`src/sv/srrw_pkg.sv`:
```
`default_nettype none

package srrw_pkg;

   // default sizes of the stores
   localparam int WINDOW_SLOTS_DEF = 4096;
   localparam int MAX_SLICES_DEF   = 16384;
   localparam int SLICE_BYTES_DEF  = 1479;

   // fixed field widths
   localparam int SEQ_W       = 12;
   localparam int OFFSET_W    = 25;
   localparam int RELEASE_W   = 12;
   localparam int HALF_W      = 12;
   localparam int TOTAL_W     = 15;
   localparam int CSR_INDEX_W = 4;
   localparam int CSR_DATA_W  = 15;

   localparam logic [HALF_W-1:0]  HALF_RESET  = 12'd2048;
   localparam logic [TOTAL_W-1:0] TOTAL_RESET = 15'd0;

   // register indexes
   localparam logic [CSR_INDEX_W-1:0] CSR_HALF_WINDOW  = 4'd0;
   localparam logic [CSR_INDEX_W-1:0] CSR_TOTAL_SLICES = 4'd1;

   typedef enum logic [1:0] {
      MARK_EMPTY = 2'd0,
      MARK_QUEUE = 2'd1,
      MARK_USED  = 2'd2
   } mark_type;

   typedef struct packed {
      logic accept;       // latch request, start slot lookup and reciprocal multiply
      logic calc;         // quotient estimate and remainder
      logic set_oow;      // request falls outside the window
      logic write_slot;   // store slice index, mark slot received
      logic rel_check;    // release the slot at window start
      logic rel_mark;     // mark slice seen, queue far slot
      logic load_rsp;     // capture the response
      logic clr_restart;  // restart the clearing sweep
      logic clr_step;     // one entry of the clearing sweep
      logic clr_slots;    // sweep rewrites the slot marks
      logic clr_seen;     // sweep clears the slice bitmap
   } ctrl_cmd_type;

   typedef struct packed {
      mark_type lookup_mark;
      logic     seq_is_start;
      logic     walk_more;
      logic     clr_last;
      logic     wr_half;
      logic     wr_total;
   } dp_status_type;

endpackage

`default_nettype wire

```
`src/sv/srrw_ctrl.sv`:
```
`default_nettype none

module srrw_ctrl import srrw_pkg::*; (
   input  logic          clock,
   input  logic          reset,
   input  logic          start,
   input  logic          csr_valid,
   input  dp_status_type status,
   output ctrl_cmd_type  cmd,
   output logic          busy,
   output logic          rsp_valid
);

   typedef enum logic [2:0] {
      S_IDLE,
      S_LOOKUP,
      S_INDEX,
      S_WALK_RD,
      S_WALK_CHK,
      S_WALK_MARK,
      S_DONE,
      S_CLEAR
   } state_type;

   state_type state_ff, state_in;
   logic      rsp_valid_ff, rsp_valid_in;
   logic      clr_slots_ff, clr_slots_in;
   logic      clr_seen_ff, clr_seen_in;

   always_comb begin
      cmd           = '0;
      state_in      = state_ff;
      rsp_valid_in  = 1'b0;
      clr_slots_in  = clr_slots_ff;
      clr_seen_in   = clr_seen_ff;
      cmd.clr_slots = clr_slots_ff;
      cmd.clr_seen  = clr_seen_ff;

      unique case (state_ff)
         S_IDLE: begin
            if (start && !csr_valid) begin
               cmd.accept = 1'b1;
               state_in   = S_LOOKUP;
            end
         end
         S_LOOKUP: begin
            cmd.calc = 1'b1;
            unique case (status.lookup_mark)
               MARK_USED:  state_in = S_IDLE;   // duplicate, no response
               MARK_QUEUE: state_in = S_INDEX;
               default: begin
                  cmd.set_oow = 1'b1;
                  state_in    = S_DONE;
               end
            endcase
         end
         S_INDEX: begin
            cmd.write_slot = 1'b1;
            state_in = status.seq_is_start ? S_WALK_RD : S_DONE;
         end
         S_WALK_RD: begin
            state_in = S_WALK_CHK;
         end
         S_WALK_CHK: begin
            if (status.walk_more) begin
               cmd.rel_check = 1'b1;
               state_in      = S_WALK_MARK;
            end else begin
               state_in = S_DONE;
            end
         end
         S_WALK_MARK: begin
            cmd.rel_mark = 1'b1;
            state_in     = S_WALK_CHK;
         end
         S_DONE: begin
            cmd.load_rsp = 1'b1;
            rsp_valid_in = 1'b1;
            state_in     = S_IDLE;
         end
         S_CLEAR: begin
            cmd.clr_step = 1'b1;
            if (status.clr_last) begin
               state_in     = S_IDLE;
               clr_slots_in = 1'b0;
               clr_seen_in  = 1'b0;
            end
         end
      endcase

      // a register write restarts the sweep; flags accumulate if one is running
      if (status.wr_half || status.wr_total) begin
         state_in        = S_CLEAR;
         cmd.clr_restart = 1'b1;
         clr_slots_in    = ((state_ff == S_CLEAR) && clr_slots_ff) || status.wr_half;
         clr_seen_in     = 1'b1;
      end
   end

   always_ff @(posedge clock) begin
      if (reset) begin
         state_ff     <= S_CLEAR;
         rsp_valid_ff <= 1'b0;
         clr_slots_ff <= 1'b1;
         clr_seen_ff  <= 1'b1;
      end else begin
         state_ff     <= state_in;
         rsp_valid_ff <= rsp_valid_in;
         clr_slots_ff <= clr_slots_in;
         clr_seen_ff  <= clr_seen_in;
      end
   end

   assign busy      = (state_ff != S_IDLE) || csr_valid;
   assign rsp_valid = rsp_valid_ff;

endmodule

`default_nettype wire

```
`config.mk`:
```
export PLATFORM = sky130hd
export DESIGN_NAME = srrw_ctrl
export DESIGN_NICKNAME = d
export VERILOG_FILES = /design/src/sv/srrw_pkg.sv /design/src/sv/srrw_ctrl.sv
export SDC_FILE = /design/constraint.sdc
export NUM_CORES = 1
export LEC_CHECK = 0
export ABC_CLOCK_PERIOD_IN_PS = 3300
export BUFFER_PORTS_ARGS = -buffer_cell sky130_fd_sc_hd__buf_2
export CAP_MARGIN = 10
export CELL_PAD_IN_SITES_DETAIL_PLACEMENT = 0
export CELL_PAD_IN_SITES_GLOBAL_PLACEMENT = 2
export CORE_MARGIN = 2
export CORE_UTILIZATION = 24
export CTS_BUF_LIST = sky130_fd_sc_hd__clkbuf_2
export CTS_CLUSTER_DIAMETER = 120
export DETAILED_ROUTE_END_ITERATION = 10
export GPL_TIMING_DRIVEN = 0
export PLACE_DENSITY_LB_ADDON = 0.25
export SLEW_MARGIN = 5
export SYNTH_ARGS = -nofsm -noshare
export SYNTH_HDL_FRONTEND = slang
export SYNTH_SLANG_ARGS = --single-unit
```
`constraint.sdc`:
```
create_clock -name clock -period 3.3 [get_ports clock]
set_clock_uncertainty 0.1 [all_clocks]
set_input_delay 0.99 -clock clock [delete_from_list [all_inputs] [get_ports clock]]
set_output_delay 0.99 -clock clock [all_outputs]
set_load 0.01 [all_outputs]
```
==> results of run 1 <==
[how the worst min path moves through the flow]
stage,end,start,slack (ns),cells past startpoint
finish,clr_seen_ff$_SDFFE_PP1P_,clr_seen_ff$_SDFFE_PP1P_,0.35,2
floorplan,clr_seen_ff$_SDFFE_PP1P_,clr_seen_ff$_SDFFE_PP1P_,0.32,2
global placement,clr_seen_ff$_SDFFE_PP1P_,clr_seen_ff$_SDFFE_PP1P_,0.33,2
CTS,clr_seen_ff$_SDFFE_PP1P_,clr_seen_ff$_SDFFE_PP1P_,0.36,2
detailed placement,clr_seen_ff$_SDFFE_PP1P_,clr_seen_ff$_SDFFE_PP1P_,0.34,2
global route,clr_seen_ff$_SDFFE_PP1P_,clr_seen_ff$_SDFFE_PP1P_,0.39,2
[synthesized netlist by cell type]
cell type / count
nand2_1: 6
nand3_1: 1
nand4_4: 1
dfxtp_1: 6
a21o_1: 1
nor4b_1: 1
nor3_1: 2
a21oi_1: 2
nor2_1: 3
a31o_2: 1
or3_1: 1
or2_0: 1
inv_1: 5
buf_6: 1
a311o_1: 1
buf_4: 5
ha_1: 1
and3b_2: 2
nor3b_1: 1
or3b_2: 2
nor2b_1: 2
o21ai_0: 4
or2_2: 1
and2_1: 1
[kinds of logic after synthesis]
family / Yosys count
simple gates: 25
compound gates: 9
fa+ha+maj: 1
buf+inv: 11
flops: 6
[final cells by class]
cell class / count / area (um2) / area share
multi-input cells: 35 / 230.2 / 0.4044
inverters: 5 / 18.77 / 0.03297
plain buffers: 6 / 48.80 / 0.08571
clock buffers: 3 / 15.01 / 0.02637
repair buffers: 23 / 115.1 / 0.2022
flip-flops and latches: 6 / 120.1 / 0.2110
well taps: 17 / 21.27 / 0.03736
[layer usage]
| metal | vias to the layer above | track usage | routed length (um) |
|---|---|---|---|
| met2 | 16 | 0.1549 | 423 |
| met4 | 0 | 0.05143 | 0 |
| met3 | 0 | 0.04762 | 57 |
| li1 | 224 | - | - |
| met5 | - | 0 | 0 |
| met1 | 169 | 0.1202 | 442 |
[worst reg2reg max path, cell delays in order, from the launching register on]
cell and delay (ns):
dfxtp_1 0.35, buf_4 0.18, nand3_1 0.13, o21ai_0 0.17, or3_1 0.38
[power by group]
group	switching [W]	internal (W)	total, W
Clock	0.0000282	0.0000247	0.0000529
Combinational	0.0000169	0.0000183	0.0000352
Sequential	0.00000168	0.0000750	0.0000767
[state kept, by name, summed over array words and instances (netlist names)]
name,cells
clr_seen_ff,1
clr_slots_ff,1
rsp_valid,1
state_ff,3
[per-stage QoR]
stage / power, W / setup WS [ns] / hold WS [ns]
floorplan: 0.00009941 / 0.6194 / 0.3221
global placement: 0.0001142 / 0.5208 / 0.3334
detailed placement: 0.0001138 / 0.5253 / 0.3449
CTS: 0.0001668 / 0.5207 / 0.3553
global route: 0.0001763 / 0.4717 / 0.3853
finish: 0.0001647 / 0.5292 / 0.3497
[placed cells by master, fill, tap and decap left out, types with 3 or more instances in the layout]
master,instances
buf_2,23
buf_4,5
clkbuf_2,3
dfxtp_1,6
inv_1,5
nand2_1,6
nor2_1,3
o21ai_0,4
==> results.yml, run 1 <==
routing:
  routed_wirelength_um: 923
  vias_per_cell: 4.305
  firstDrtPassIters: 4
  vias: 409
  remaining_drc_errors: 0
  antenna_left: 0
  wire_per_inst_um: 9.716
  drtIter0Drc: 12
floorplanning:
  die-area_um2: 2091
  rows: 15
  die_w_um: 45.73
  pin_count: 24
  fp.dieH_um: 45.73
  core_um2: 1689
  initial_utilization: 0.2474
critical_path:
  critPathMostFrequentCell: "buf_2"
  slowest_delay_ns: 0.26
  startpoint_type: "primary input"
  r2r-end: "state_ff[1]$_SDFFE_PP1P_"
  cp.buffers_inverters: 3
  crit_path_end_kind: "primary output"
  cp_cell_sequence: "buf_2, inv_1, ha_1, nand2_1, nor3_1, buf_2"
  path_delay_family: "adder cells"
  crit_start: "status[5]"
  worstPathRequired_ns: 2.21
  crit_end: "cmd[8]"
  reg2reg_depth: 4
  reg2reg_slack_ns: 1.88
  worstSetupPathType: "primary input to primary output"
  cp_num_cells: 6
  r2r-start: "state_ff[0]$_SDFFE_PP1P_"
  cp.arrival_ns: 1.68
  path_max_fanout: 2
  cpMaxStageDelayCell: "ha_1"
clock_tree:
  cts_sinks: 6
  cts_hold_buf: 0
  root_buffer: "clkbuf_2"
  clk_path_buf_depth: 2
  clk_pin_slew_ns: 0.07
  cts_tree: "built"
  cts_setup_buffers: 0
  clk_latency_ns: 0.22
  numCtsBuffers: 3
  h-tree-depth: 1
  post_cts_resized: 0
logic_synthesis:
  synthAdderAreaFrac: 0.02994
  synth-compound-area-share: 0.1347
  yosysTopAreaCellShare: 0.2874
  synth_nets: 64
  yosys_warnings: 0
  yosysSeqAreaShare: 0.2874
  synth.area.mux_share: 0
  synth.area.top_cells: "dfxtp_1, buf_4, nand2_1, nand4_4, and3b_2"
  syn-cell-area_um2: 417.9
  synthSimpleGateAreaFrac: 0.3862
  synth_xor_area_frac: 0
  ys_ff_latch: 6
  syn_inst: 52
  avgSynthCellArea_um2: 8.037
  synth.distinct_cells: 24
  yosys.area.top_type: "dfxtp_1"
  synth_top_family_by_area: "simple AND/OR/NAND/NOR gates"
placement:
  placed_cell_area_um2: 554.3
  numPortBuffers: 23
  place_congestion: 0.6679
  post-place-cells: 92
  place_hpwl_um: 718.4
sta:
  finalMaxSlewViolations: 0
  rsz0062_at_grt: "false"
  worst_pin_slew_ns: 0.3945
  fmax_ghz: 0.3609
  final.setup.tns_ns: 0
  min_period_ns: 2.771
  hold_viol_final: 0
  relSlewSlack: 0.7343
  setup_violations: 0
  finalCritPeriodShare: 0.8396
layout:
  n_antenna_cell: 0
  fill_cells: 193
  areaGrowthSynthToFinish_pct: 36.23
  layout-drive-gt1-share: 0.5000
  post_layout_nonfiller_instances: 95
  design_area_um2: 569.3
  layout.nets: 92
  final_util: 0.3370
status:
  status: "finished, final reports clean"
grt:
  grt_pass1_vias: 359
  antenna_found_initial: 0
  grt_pass1_wl_mm: 1.511
  track_usage: 0.1022
  grt_start_max_net_pins: 11
  grt_overflow: 0
power:
  power_density_nw_per_um2: 289.4
  power.leakage_nw: 0.2922
  peakVddDrop_uv: 98.38
min_path:
  hp-class: "register to register"
flow_run:
  drv_cap: 0
No activity file was read; power rests on OpenSTA's default activity.
==> run 2: changes to the inputs <==
Settings changed: ABC_CLOCK_PERIOD_IN_PS 3300 to 2200, CORE_UTILIZATION 24 to 20.
Clock period 3.3 ns to 2.2 ns, I/O delays scaled along.
==> results.yml, run 2 (same netlist as run 1, synthesis figures left out) <==
status:
  status: "finished, final reports clean"
power:
  power_density_nw_per_um2: 416.3
  combPwrFrac: 0.219
  p_int_w: 0.0001771
  switching_share: 0.2752
  power.leakage_nw: 0.2923
  p_switching_w: 0.00006722
  pwr-share-clk: 0.309
  p_seq_frac: 0.472
  peakVddDrop_uv: 105.3
layout:
  largest_reg_flops: 3
  n_antenna_cell: 0
  post_layout_nonfiller_instances: 105
  design_area_um2: 586.8
  final_cell_mix: "buf_2, nand2_1, dfxtp_1"
  layout-drive-gt1-share: 0.5128
  final_common_cell: "buf_2"
  layout.nets: 92
  regMostFlops: "state_ff"
  areaGrowthSynthToFinish_pct: 40.42
floorplanning:
  initial_utilization: 0.2130
  die_w_um: 49.71
  fp.dieH_um: 49.71
  core_um2: 1962
  rows: 16
  die-area_um2: 2471
  pin_count: 24
critical_path:
  cp_num_cells: 6
  worstPathRequired_ns: 1.44
  reg2reg_slack_ns: 0.74
  path_max_fanout: 2
  slowest_delay_ns: 0.26
  cpMaxStageDelayCell: "ha_1"
  reg2reg_depth: 4
  cp.arrival_ns: 1.35
  cp.buffers_inverters: 3
  crit_end: "cmd[8]"
  crit_start: "status[5]"
  startpoint_type: "primary input"
  path_delay_family: "adder cells"
  r2r-end: "state_ff[1]$_SDFFE_PP1P_"
  worstSetupPathType: "primary input to primary output"
  r2r-start: "state_ff[0]$_SDFFE_PP1P_"
  cp_cell_sequence: "buf_2, inv_1, ha_1, nand2_1, nor3_2, buf_2"
  crit_path_end_kind: "primary output"
  critPathMostFrequentCell: "buf_2"
sta:
  final.setup.tns_ns: 0
  finalCritPeriodShare: 0.9592
  finalMaxSlewViolations: 0
  fmax_ghz: 0.4739
  worst_pin_slew_ns: 0.4213
  hold_viol_final: 0
  rsz0062_at_grt: "false"
  relSlewSlack: 0.7162
  min_period_ns: 2.110
  setup_violations: 0
routing:
  wire_per_inst_um: 9.562
  firstDrtPassIters: 3
  remaining_drc_errors: 0
  vias: 435
  drtIter0Drc: 2
  vias_per_cell: 4.143
  antenna_left: 0
  routed_wirelength_mm: 1.004
clock_tree:
  root_buffer: "clkbuf_2"
  cts_sinks: 6
  clk_path_buf_depth: 2
  h-tree-depth: 1
  clk_pin_slew_ns: 0.06
  numCtsBuffers: 3
  clk_latency_ns: 0.22
  cts_hold_buf: 0
  cts_tree: "built"
grt:
  track_usage: 0.09569
  grt_pass1_wl_mm: 1.766
  grt_start_max_net_pins: 11
  antenna_found_initial: 0
  grt_pass1_vias: 428
  grt_overflow: 0
min_path:
  hold_start: "clr_seen_ff$_SDFFE_PP1P_"
  hp-class: "register to register"
placement:
  post-place-cells: 102
  numPortBuffers: 23
  place_congestion: 0.7186
  place_hpwl_um: 774.7
  placed_cell_area_um2: 566.8
flow_run:
  drv_cap: 0
==> run 2: cell types whose count changed in the layout (fill, tap and decap cells not counted) <==
cell    change
nor3_2      +1
nor3_1      -1
==> run 2: per-layer routing <==
metal / vias up / routed length, um / global-route usage
met5: - / 0 / 0
met4: 0 / 21 / 0.08333
met3: 2 / 67 / 0.02121
met2: 17 / 467 / 0.1533
met1: 191 / 448 / 0.1056
li1: 225 / - / -
==> run 2: how the worst min path moves through the flow <==
stage / slack (ns) / end / cells past startpoint
global placement: 0.34 / clr_seen_ff$_SDFFE_PP1P_ / 2
finish: 0.36 / clr_seen_ff$_SDFFE_PP1P_ / 2
global route: 0.38 / clr_seen_ff$_SDFFE_PP1P_ / 2
detailed placement: 0.34 / clr_seen_ff$_SDFFE_PP1P_ / 2
floorplan: 0.32 / clr_seen_ff$_SDFFE_PP1P_ / 2
CTS: 0.36 / clr_seen_ff$_SDFFE_PP1P_ / 2
==> run 2: final cells by class <==
cell class	count	area [um2]
buffer	6	48.80
clock buffer	3	15.01
fill	237	1375
inverter	5	18.77
multi-input combinational	35	235.2
sequential	6	120.1
tap	27	33.78
timing repair buffer	23	115.1
==> run 2: worst min-delay path, delay by kind of cell (launching register included) <==
kind	cells	cell delay (ns)
DFF	1	0.31
and+or+nand+nor	2	0.10
==> run 2: power groups by stage <==
| stage | Combinational [W] | Clock (W) | Sequential, W |
|---|---|---|---|
| after CTS | 0.0000537 | 0.0000818 | 0.000115 |
| after floorplan | 0.0000319 | 0 | 0.000117 |
| after global placement | 0.0000536 | 0 | 0.000118 |
| after detailed placement | 0.0000534 | 0 | 0.000118 |
| after global routing | 0.0000598 | 0.0000892 | 0.000116 |
| final | 0.0000535 | 0.0000756 | 0.000115 |
==> run 2: per-stage QoR <==
stage / setup slack, ns / total power, W / hold WS, ns / utilization
after detailed placement: 0.06381 / 0.0001710 / 0.3450 / 0.2889
after floorplan: 0.1794 / 0.0001491 / 0.3221 / -
after global placement: 0.06482 / 0.0001712 / 0.3358 / 0.2889
final: 0.08973 / 0.0002443 / 0.3577 / 0.2991
after CTS: 0.05365 / 0.0002507 / 0.3565 / 0.2966
after global routing: 0.03794 / 0.0002646 / 0.3848 / 0.2991
==> run 2: repair_timing <==
action	in CTS	in global routing
buffers inserted	0	0
endpoints found under the setup margin	0	1
resized for setup	0	1
